==> src/sv/upi_pkg.sv <==
// ----------------------------------------------------------------------------
// upi_pkg
// Constants and helper functions for the unicycle pose integrator: register
// indexes, reset values, the CORDIC arctangent table and saturation.
// ----------------------------------------------------------------------------
package upi_pkg;

  // Opcodes of an input beat
  localparam logic OP_COMMAND = 1'b0;
  localparam logic OP_TICK    = 1'b1;

  // Configuration register indexes
  localparam logic REG_STEP_TIME   = 1'b0;
  localparam logic REG_STALE_LIMIT = 1'b1;

  localparam logic [15:0] STEP_TIME_RESET   = 16'd66;
  localparam logic [15:0] STALE_LIMIT_RESET = 16'd100;
  localparam logic [15:0] AGE_MAX           = 16'hFFFF;

  localparam int UPI_CORDIC_STEPS = 16;
  localparam int UPI_TABLE_LEN    = 24;

  // CORDIC datapath width: Q1.30 values with headroom for the rotations.
  localparam int UPI_XW = 34;
  localparam logic signed [UPI_XW-1:0] UPI_START_X = 34'sd652032874;

  // Arctangent of 2^-i in units of 2^-32 turn.
  function automatic logic signed [UPI_XW-1:0] atan_turns(input logic [4:0] idx);
    logic signed [UPI_XW-1:0] r;
    case (idx)
      5'd0:  r = 34'sd536870912;
      5'd1:  r = 34'sd316933406;
      5'd2:  r = 34'sd167458907;
      5'd3:  r = 34'sd85004756;
      5'd4:  r = 34'sd42667331;
      5'd5:  r = 34'sd21354465;
      5'd6:  r = 34'sd10679838;
      5'd7:  r = 34'sd5340245;
      5'd8:  r = 34'sd2670163;
      5'd9:  r = 34'sd1335087;
      5'd10: r = 34'sd667544;
      5'd11: r = 34'sd333772;
      5'd12: r = 34'sd166886;
      5'd13: r = 34'sd83443;
      5'd14: r = 34'sd41721;
      5'd15: r = 34'sd20860;
      5'd16: r = 34'sd10430;
      5'd17: r = 34'sd5215;
      5'd18: r = 34'sd2607;
      5'd19: r = 34'sd1303;
      5'd20: r = 34'sd651;
      5'd21: r = 34'sd325;
      5'd22: r = 34'sd162;
      5'd23: r = 34'sd81;
      default: r = '0;
    endcase
    return r;
  endfunction

  // Clamp a 33-bit sum to the signed 32-bit range.
  function automatic logic [31:0] sat32(input logic [32:0] s);
    logic [31:0] r;
    if (s[32] != s[31]) begin
      r = s[32] ? 32'h8000_0000 : 32'h7FFF_FFFF;
    end else begin
      r = s[31:0];
    end
    return r;
  endfunction

endpackage

==> src/sv/unicycle_pose_integrator.sv <==
// ----------------------------------------------------------------------------
// unicycle_pose_integrator
// Planar pose integrator with a command watchdog: bit-serial products and an
// iterative CORDIC rotation advance x, y and heading on every fresh tick.
// ----------------------------------------------------------------------------
// The block takes one beat at a time. A command beat, or a tick that finds the
// command stale, goes straight to the output state and gives its result beat
// once the output register is free. A tick that moves the base first runs the
// rotation, CORDIC_STEPS steps capped at 24, and the speed-times-step products,
// which run together one bit of step_time per cycle until both are done; then
// the 32-bit distance is multiplied by cosine and sine one bit per cycle, and
// the update state writes the pose before the output state presents the result.
// in_ready is high only while no item is in progress; a finished result may
// wait on out_ready while the next beat is accepted. Configuration writes are
// taken at any time and should only be issued while the block is idle.

module unicycle_pose_integrator #(
  parameter int CORDIC_STEPS = upi_pkg::UPI_CORDIC_STEPS
) (
  input  logic               clk,
  input  logic               rst,
  input  logic               in_valid,
  output logic               in_ready,
  input  logic               opcode,
  input  logic signed [15:0] linear_velocity,
  input  logic signed [20:0] angular_rate,
  output logic               out_valid,
  input  logic               out_ready,
  output logic signed [31:0] position_x,
  output logic signed [31:0] position_y,
  output logic        [15:0] yaw_angle,
  output logic               stale,
  input  logic               cfg_we,
  input  logic               cfg_index,
  input  logic        [15:0] cfg_data
);

  localparam int XW         = upi_pkg::UPI_XW;
  localparam int DT_BITS    = 16;
  localparam int MUL_BITS   = 32;
  localparam int ROT_STEPS  = (CORDIC_STEPS < upi_pkg::UPI_TABLE_LEN) ?
                              CORDIC_STEPS : upi_pkg::UPI_TABLE_LEN;
  localparam int ROT_CYCLES = (ROT_STEPS > DT_BITS) ? ROT_STEPS : DT_BITS;

  localparam logic [2:0] S_IDLE = 3'd0;
  localparam logic [2:0] S_ROT  = 3'd1;
  localparam logic [2:0] S_MUL  = 3'd2;
  localparam logic [2:0] S_UPD  = 3'd3;
  localparam logic [2:0] S_OUT  = 3'd4;

  logic [2:0] state;
  logic [4:0] cnt;

  // Configuration and architectural state
  logic        [15:0] step_time;
  logic        [15:0] stale_limit;
  logic signed [31:0] pos_x;
  logic signed [31:0] pos_y;
  logic        [15:0] heading;
  logic signed [15:0] cmd_linear;
  logic signed [20:0] cmd_angular;
  logic        [15:0] cmd_age;
  logic               stale_q;

  // Working registers
  logic signed [XW-1:0] x_q, y_q, z_q;
  logic                 flip_q;
  logic signed [31:0]   vsh, dacc;
  logic signed [36:0]   wsh, wacc;
  logic        [15:0]   dtsh;
  logic        [31:0]   dsh;
  logic signed [34:0]   hx, hy;

  // Output register
  logic signed [31:0] out_x, out_y;
  logic        [15:0] out_yaw;
  logic               out_stale;

  logic accept;
  logic load_out;

  // Heading folded into a quarter turn either side of zero
  logic signed [16:0]   a17, af;
  logic                 fold;
  logic signed [XW-1:0] z_init;

  logic [15:0] age_next;
  logic        stale_next;

  logic signed [XW-1:0] xs, ys, at;
  logic signed [XW-1:0] x_next, y_next, z_next;

  logic               mb_neg;
  logic signed [35:0] xe, ye, add_x, add_y, hx_sum, hy_sum;

  logic signed [35:0] rx, ry;
  logic signed [27:0] dx, dy;
  logic        [32:0] sx, sy;
  logic        [36:0] rw;

  assign in_ready   = (state == S_IDLE);
  assign accept     = in_valid && in_ready;
  assign load_out   = (state == S_OUT) && (!out_valid || out_ready);
  assign position_x = out_x;
  assign position_y = out_y;
  assign yaw_angle  = out_yaw;
  assign stale      = out_stale;

  always_comb begin
    a17  = $signed({heading[15], heading});
    af   = a17;
    fold = 1'b0;
    if (a17 > 17'sd16384) begin
      af   = a17 - 17'sd32768;
      fold = 1'b1;
    end else if (a17 < -17'sd16384) begin
      af   = a17 + 17'sd32768;
      fold = 1'b1;
    end
    z_init = $signed({af[16], af, 16'h0000});
  end

  assign age_next   = (cmd_age == upi_pkg::AGE_MAX) ? cmd_age : cmd_age + 16'd1;
  assign stale_next = (age_next > stale_limit);

  // One CORDIC rotation per cycle
  always_comb begin
    xs = x_q >>> cnt;
    ys = y_q >>> cnt;
    at = upi_pkg::atan_turns(cnt);
    if (!z_q[XW-1]) begin
      x_next = x_q - ys;
      y_next = y_q + xs;
      z_next = z_q - at;
    end else begin
      x_next = x_q + ys;
      y_next = y_q - xs;
      z_next = z_q + at;
    end
  end

  // Shift-right multiplier: only the high half of the product is kept. The
  // final bit of the distance carries negative weight, and a folded heading
  // negates cosine and sine, so both flip the sign of the addend.
  always_comb begin
    mb_neg = (cnt == 5'(MUL_BITS - 1)) ^ flip_q;
    xe     = {{(36 - XW){x_q[XW-1]}}, x_q};
    ye     = {{(36 - XW){y_q[XW-1]}}, y_q};
    add_x  = dsh[0] ? (mb_neg ? -xe : xe) : '0;
    add_y  = dsh[0] ? (mb_neg ? -ye : ye) : '0;
    hx_sum = {hx[34], hx} + add_x;
    hy_sum = {hy[34], hy} + add_y;
  end

  // Round to 2^-16 m, saturate, and advance the heading
  always_comb begin
    rx = {hx[34], hx} + 36'sd128;
    ry = {hy[34], hy} + 36'sd128;
    dx = rx[35:8];
    dy = ry[35:8];
    sx = {pos_x[31], pos_x} + {{5{dx[27]}}, dx};
    sy = {pos_y[31], pos_y} + {{5{dy[27]}}, dy};
    rw = wacc + 37'sd32768;
  end

  always_ff @(posedge clk) begin
    if (rst) begin
      step_time   <= upi_pkg::STEP_TIME_RESET;
      stale_limit <= upi_pkg::STALE_LIMIT_RESET;
    end else if (cfg_we) begin
      case (cfg_index)
        upi_pkg::REG_STEP_TIME:   step_time   <= cfg_data;
        upi_pkg::REG_STALE_LIMIT: stale_limit <= cfg_data;
        default: ;
      endcase
    end
  end

  always_ff @(posedge clk) begin
    if (rst) begin
      state       <= S_IDLE;
      cnt         <= '0;
      pos_x       <= '0;
      pos_y       <= '0;
      heading     <= '0;
      cmd_linear  <= '0;
      cmd_angular <= '0;
      cmd_age     <= upi_pkg::AGE_MAX;
      stale_q     <= 1'b1;
      out_valid   <= 1'b0;
    end else begin
      if (out_valid && out_ready && !load_out) begin
        out_valid <= 1'b0;
      end
      case (state)
        S_IDLE: begin
          if (accept) begin
            if (opcode == upi_pkg::OP_COMMAND) begin
              cmd_linear  <= linear_velocity;
              cmd_angular <= angular_rate;
              cmd_age     <= '0;
              stale_q     <= 1'b0;
              state       <= S_OUT;
            end else begin
              cmd_age <= age_next;
              stale_q <= stale_next;
              if (stale_next) begin
                state <= S_OUT;
              end else begin
                x_q    <= upi_pkg::UPI_START_X;
                y_q    <= '0;
                z_q    <= z_init;
                flip_q <= fold;
                vsh    <= {{16{cmd_linear[15]}}, cmd_linear};
                wsh    <= {{16{cmd_angular[20]}}, cmd_angular};
                dtsh   <= step_time;
                dacc   <= '0;
                wacc   <= '0;
                cnt    <= '0;
                state  <= S_ROT;
              end
            end
          end
        end
        S_ROT: begin
          // step_time is consumed LSB first; once it runs out the adds stop.
          if (dtsh[0]) begin
            dacc <= dacc + vsh;
            wacc <= wacc + wsh;
          end
          vsh  <= vsh <<< 1;
          wsh  <= wsh <<< 1;
          dtsh <= dtsh >> 1;
          if (cnt < 5'(ROT_STEPS)) begin
            x_q <= x_next;
            y_q <= y_next;
            z_q <= z_next;
          end
          if (cnt == 5'(ROT_CYCLES - 1)) begin
            cnt   <= '0;
            // The top bit of step_time may still be adding in this cycle.
            dsh   <= dtsh[0] ? dacc + vsh : dacc;
            hx    <= '0;
            hy    <= '0;
            state <= S_MUL;
          end else begin
            cnt <= cnt + 5'd1;
          end
        end
        S_MUL: begin
          hx  <= hx_sum[35:1];
          hy  <= hy_sum[35:1];
          dsh <= dsh >> 1;
          if (cnt == 5'(MUL_BITS - 1)) begin
            cnt   <= '0;
            state <= S_UPD;
          end else begin
            cnt <= cnt + 5'd1;
          end
        end
        S_UPD: begin
          pos_x   <= upi_pkg::sat32(sx);
          pos_y   <= upi_pkg::sat32(sy);
          heading <= heading + rw[31:16];
          state   <= S_OUT;
        end
        S_OUT: begin
          if (load_out) begin
            out_valid <= 1'b1;
            state     <= S_IDLE;
          end
        end
        default: state <= S_IDLE;
      endcase
    end
  end

  always_ff @(posedge clk) begin
    if (load_out) begin
      out_x     <= pos_x;
      out_y     <= pos_y;
      out_yaw   <= heading;
      out_stale <= stale_q;
    end
  end

endmodule

==> config.mk <==
export PLATFORM = sky130hd
export DESIGN_NAME = unicycle_pose_integrator
export DESIGN_NICKNAME = d
export VERILOG_FILES = /design/src/sv/upi_pkg.sv /design/src/sv/unicycle_pose_integrator.sv
export SDC_FILE = /design/constraint.sdc
export NUM_CORES = 2
export LEC_CHECK = 0
export CORE_UTILIZATION = 55
export DETAILED_ROUTE_END_ITERATION = 10
export DONT_BUFFER_PORTS = 1
export PLACE_DENSITY = 0.81
export SYNTH_ARGS = -nofsm -noshare
export SYNTH_HDL_FRONTEND = slang
export SYNTH_SLANG_ARGS = --single-unit
==> constraint.sdc <==
create_clock -name clk -period 25.1 [get_ports clk]
set_input_delay 3.765 -clock clk [delete_from_list [all_inputs] [get_ports clk]]
set_output_delay 3.765 -clock clk [all_outputs]
set_load 0.02 [all_outputs]
==> flow_metrics.env <==
export IMPL_run_status="finished, violations left"
export IMPL_violated_checks="DRC"
export IMPL_leakagePower_nw=20.8
export IMPL_critical_path_required_ps=25470
export IMPL_synth_net_count=5926
export IMPL_worst_endpoint_arrival_ps=8090
export IMPL_grt_start_max_net_pins=107
export IMPL_synth_top_area_cell="sky130_fd_sc_hd__edfxtp_1"
export IMPL_detailedRoute_firstIterationViolations=3941
export IMPL_synth_largest_type_area_fraction_pct=26.2
export IMPL_grt_first_pass_wirelength_um=213000
export IMPL_area_delta_synth_final_pct=6.50
export IMPL_min_delay_path_class="flop to flop"
export IMPL_yosys_register_bits=635
export IMPL_syn_instance_count=5512
export IMPL_tightestPinTransition_ps=1180
export IMPL_synth_top_cells_by_area="sky130_fd_sc_hd__edfxtp_1 (26%), sky130_fd_sc_hd__ha_1 (8.7%), sky130_fd_sc_hd__dfxtp_1 (8.3%), sky130_fd_sc_hd__a21oi_1 (5.4%), sky130_fd_sc_hd__xnor2_1 (4.9%)"
export IMPL_start_util_pct=55.7
export IMPL_cp_slowest_cell="sky130_fd_sc_hd__buf_4"
export IMPL_synth_most_common_cell="sky130_fd_sc_hd__nand2_1"
export IMPL_io_pin_count=143
export IMPL_asyncSetResetFlopFracSynth_pct=0
export IMPL_post_drt_via_cell_ratio=6.43
export IMPL_wl_per_cell_um=20.2
export IMPL_synth_edf_count=430
export IMPL_coreArea_sq_um=88600
export IMPL_cts_max_level=3
export IMPL_drcViolationCount=3
export IMPL_dpl_cell_count=6438
export IMPL_critical_path_peak_fanout=57
export IMPL_final_nets=5760
export IMPL_route_vias_total=42241
export IMPL_hold_fails_final_rpt=0
export IMPL_path_clk_slew_ps=60
export IMPL_tritoncts="built"
export IMPL_antenna_cells_inserted=0
export IMPL_tritoncts_num_buffers=71
export IMPL_post_cts_buffers=0
export IMPL_layout_cells_non_filler=6570
export IMPL_groute_usage_overall_pct=28.7
export IMPL_final_layout_size_suffix_gt1_share_pct=6.53
export IMPL_maxSlewViolCount=0
export IMPL_drt_pre_antenna_iters=9
export IMPL_yosys_warnings=0
export IMPL_cap_viol_max_count=0
export IMPL_drt_antenna_violating_nets=0
export IMPL_die_w_um=302
export IMPL_grt_overflow=0
export IMPL_number_of_global_route_vias_before_repair=40711
export IMPL_die_area_sq_um=91000
export IMPL_synth_avg_cell_area_sq_um=8.96
export IMPL_root_driver="sky130_fd_sc_hd__clkbuf_16"
export IMPL_slew_limit_headroom_pct=20.0
export IMPL_rsz0062_at_grt="false"
export IMPL_initial_antenna_violation_count=1
export IMPL_dieHeight_um=302
export IMPL_post_synth_instance_area_sq_um=49400
export IMPL_worst_path_largest_cell_delay_ps=770
export IMPL_clock_tree_buffer_depth=3
export IMPL_power_ir_vdd_worst_mv=0.0587
export IMPL_ys_types=109
export IMPL_yosys_most_used_dff="sky130_fd_sc_hd__edfxtp_1"
export IMPL_power_density_nw_per_um2=52.1
export IMPL_row_count=109
export IMPL_yosysSeqAreaShare_pct=34.5
export IMPL_final_min_period_over_clock_period_pct=30.8
export IMPL_clock_sink_count=635
export IMPL_dp_hpwl_um=93800
export IMPL_worst_skew_pair_late_latency_ps=660
export IMPL_route_final_wire_length_um=132000
export IMPL_path_delay_family="compound AO/OA/AOI/OAI gates"
export IMPL_port_buffer_count=0
export IMPL_skew_ps=26.9
export IMPL_synth_top_cells_by_count="sky130_fd_sc_hd__nand2_1 (622), sky130_fd_sc_hd__a21oi_1 (535), sky130_fd_sc_hd__nor2_1 (512)"
export IMPL_maxClockFrequency_mhz=129
export IMPL_critical_path_n_buffers_inverters=2
export IMPL_setup_viol=0
export IMPL_holdBufCountCts=0
export IMPL_crit_path_start_kind="flop"
export IMPL_place_congestion=1.03
export IMPL_finalWorstPathRequiredPeriod_ps=7730
export IMPL_category_of_the_worst_setup_path_capture_point="flop"
export IMPL_resize_count_post_cts=0
export IMPL_worstSetupPathType="flop to flop"
export IMPL_path_cells="buf_4 > inv_2 > mux2i_1 > o22ai_1 > nor3_1 > and2_1 > nand2_1 > nor3_1 > and2_1 > a31oi_1 > xnor2_1 > ha_1 > a21o_1 > a211o_1 > o311ai_0 > a211oi_1 > o41ai_1 > o21ai_0 > xnor2_1 > nor2_1"
export IMPL_sum_of_negative_setup_slack_ps=0
-- worst paths after layout --
| path | startpoint | end | slack, ps | cells past startpoint |
|---|---|---|---|---|
| hold / removal | step_time[11] | step_time[11] | 450 | 2 |
| hold reg to reg | step_time[11] | step_time[11] | 450 | 2 |
| setup reg to reg | cnt[0] | x_q[33] | 17370 | 20 |
| setup / recovery | cnt[0] | x_q[33] | 17370 | 20 |
-- layer usage --
metal | wire, um | GRT usage, % | vias up | share of wire [%]
li1 | - | - | 20000 | -
met4 | 5610 | 12.3 | 2 | 4.2
met5 | 11 | 0 | - | 0.0083
met3 | 9170 | 4.84 | 373 | 6.9
met2 | 64100 | 49.5 | 1665 | 48
met1 | 53600 | 35.1 | 20201 | 40
-- flip-flops by register name, summed over array words and instances (netlist names), 21 cells and up --
| register | flops |
|---|---|
| dsh | 32 |
| pos_y | 32 |
| wsh | 32 |
| dacc | 32 |
| pos_x | 32 |
| z_q | 34 |
| position_x | 32 |
| at | 30 |
| y_q | 34 |
| cmd_angular | 21 |
| hy | 35 |
| wacc | 32 |
| position_y | 32 |
| vsh | 32 |
| hx | 35 |
| x_q | 34 |
-- area by class of cell --
class	count	area, sq um
fill	7425	36100
clock inverter	32	399
clock buffer	100	2110
tap	1165	1460
inverter	151	569
multi-input combinational	4443	30700
sequential	635	17000
timing repair buffer	44	330
-- layout by cell type (no fill, tap or decap), types with 18 or more instances in the layout --
master	n
sky130_fd_sc_hd__xor2_1	173
sky130_fd_sc_hd__mux2_2	25
sky130_fd_sc_hd__nor3b_1	18
sky130_fd_sc_hd__nor3_1	122
sky130_fd_sc_hd__edfxtp_1	430
sky130_fd_sc_hd__o21ai_0	280
sky130_fd_sc_hd__nor2b_1	52
sky130_fd_sc_hd__o21bai_1	47
sky130_fd_sc_hd__inv_1	146
sky130_fd_sc_hd__a21o_1	173
sky130_fd_sc_hd__mux4_2	87
sky130_fd_sc_hd__and2_1	92
sky130_fd_sc_hd__ha_1	344
sky130_fd_sc_hd__mux2i_1	87
sky130_fd_sc_hd__nor2_1	508
sky130_fd_sc_hd__a21oi_1	533
sky130_fd_sc_hd__clkbuf_16	76
sky130_fd_sc_hd__buf_4	44
sky130_fd_sc_hd__and3_1	57
sky130_fd_sc_hd__nand4_1	55
sky130_fd_sc_hd__o211ai_1	33
sky130_fd_sc_hd__nand2b_1	59
sky130_fd_sc_hd__dfxtp_1	200
sky130_fd_sc_hd__a211oi_1	92
sky130_fd_sc_hd__nand2_1	622
sky130_fd_sc_hd__nand3_1	104
sky130_fd_sc_hd__a31oi_1	64
sky130_fd_sc_hd__a21boi_0	33
sky130_fd_sc_hd__or3_1	42
sky130_fd_sc_hd__o31ai_1	30
sky130_fd_sc_hd__o21a_1	67
sky130_fd_sc_hd__xnor2_1	274
sky130_fd_sc_hd__nor4_1	22
-- worst reg2reg max path, stage by stage (launching register included) --
cell and delay, ps:
sky130_fd_sc_hd__dfxtp_4 590, sky130_fd_sc_hd__buf_4 780, sky130_fd_sc_hd__inv_2 560, sky130_fd_sc_hd__mux2i_1 610, sky130_fd_sc_hd__o22ai_1 180, sky130_fd_sc_hd__nor3_1 400
sky130_fd_sc_hd__and2_1 270, sky130_fd_sc_hd__nand2_1 70, sky130_fd_sc_hd__nor3_1 430, sky130_fd_sc_hd__and2_1 230, sky130_fd_sc_hd__a31oi_1 100, sky130_fd_sc_hd__xnor2_1 170
sky130_fd_sc_hd__ha_1 390, sky130_fd_sc_hd__a21o_1 210, sky130_fd_sc_hd__a211o_1 310, sky130_fd_sc_hd__o311ai_0 750, sky130_fd_sc_hd__a211oi_1 270, sky130_fd_sc_hd__o41ai_1 620
sky130_fd_sc_hd__o21ai_0 270, sky130_fd_sc_hd__xnor2_1 190, sky130_fd_sc_hd__nor2_1 60
-- power breakdown --
group / internal, mW / total [mW] / switching, mW
clock: 0.648 / 1.11 / 0.462
sequential: 1.15 / 1.19 / 0.0413
combinational: 0.176 / 0.434 / 0.258
-- cells by family (layout without fill, tap and decap cells) --
group / Yosys count / count (layout) / share of synthesized area (%)
adders and majority gates: 357 / 357 / 9.18
and+or+nand+nor: 1839 / 1839 / 17.5
xor gates and xnor gates: 449 / 449 / 7.96
buffers and inverters: 434 / 327 / 3.57
AOI/OAI and AO/OA: 1590 / 1590 / 20.7
muxes: 208 / 208 / 6.66
DFF: 635 / 635 / 34.5
-- per-stage QoR --
step / power (mW) / hold slack [ps] / setup WS (ps) / util [%] / instance area (sq um)
final: 2.74 / 452 / 17370 / 59.3 / 52600
after global routing: 2.84 / 462 / 16900 / 59.3 / 52600
after CTS: 2.74 / 450 / 17470 / 59.3 / 52600
after detailed placement: 1.64 / 440 / 17540 / 56.5 / 50100
after global placement: 1.62 / 432 / 17690 / 56.5 / 50100
after floorplan: 1.55 / 409 / 12780 / - / 49400
No activity file was read; power rests on OpenSTA's default activity.
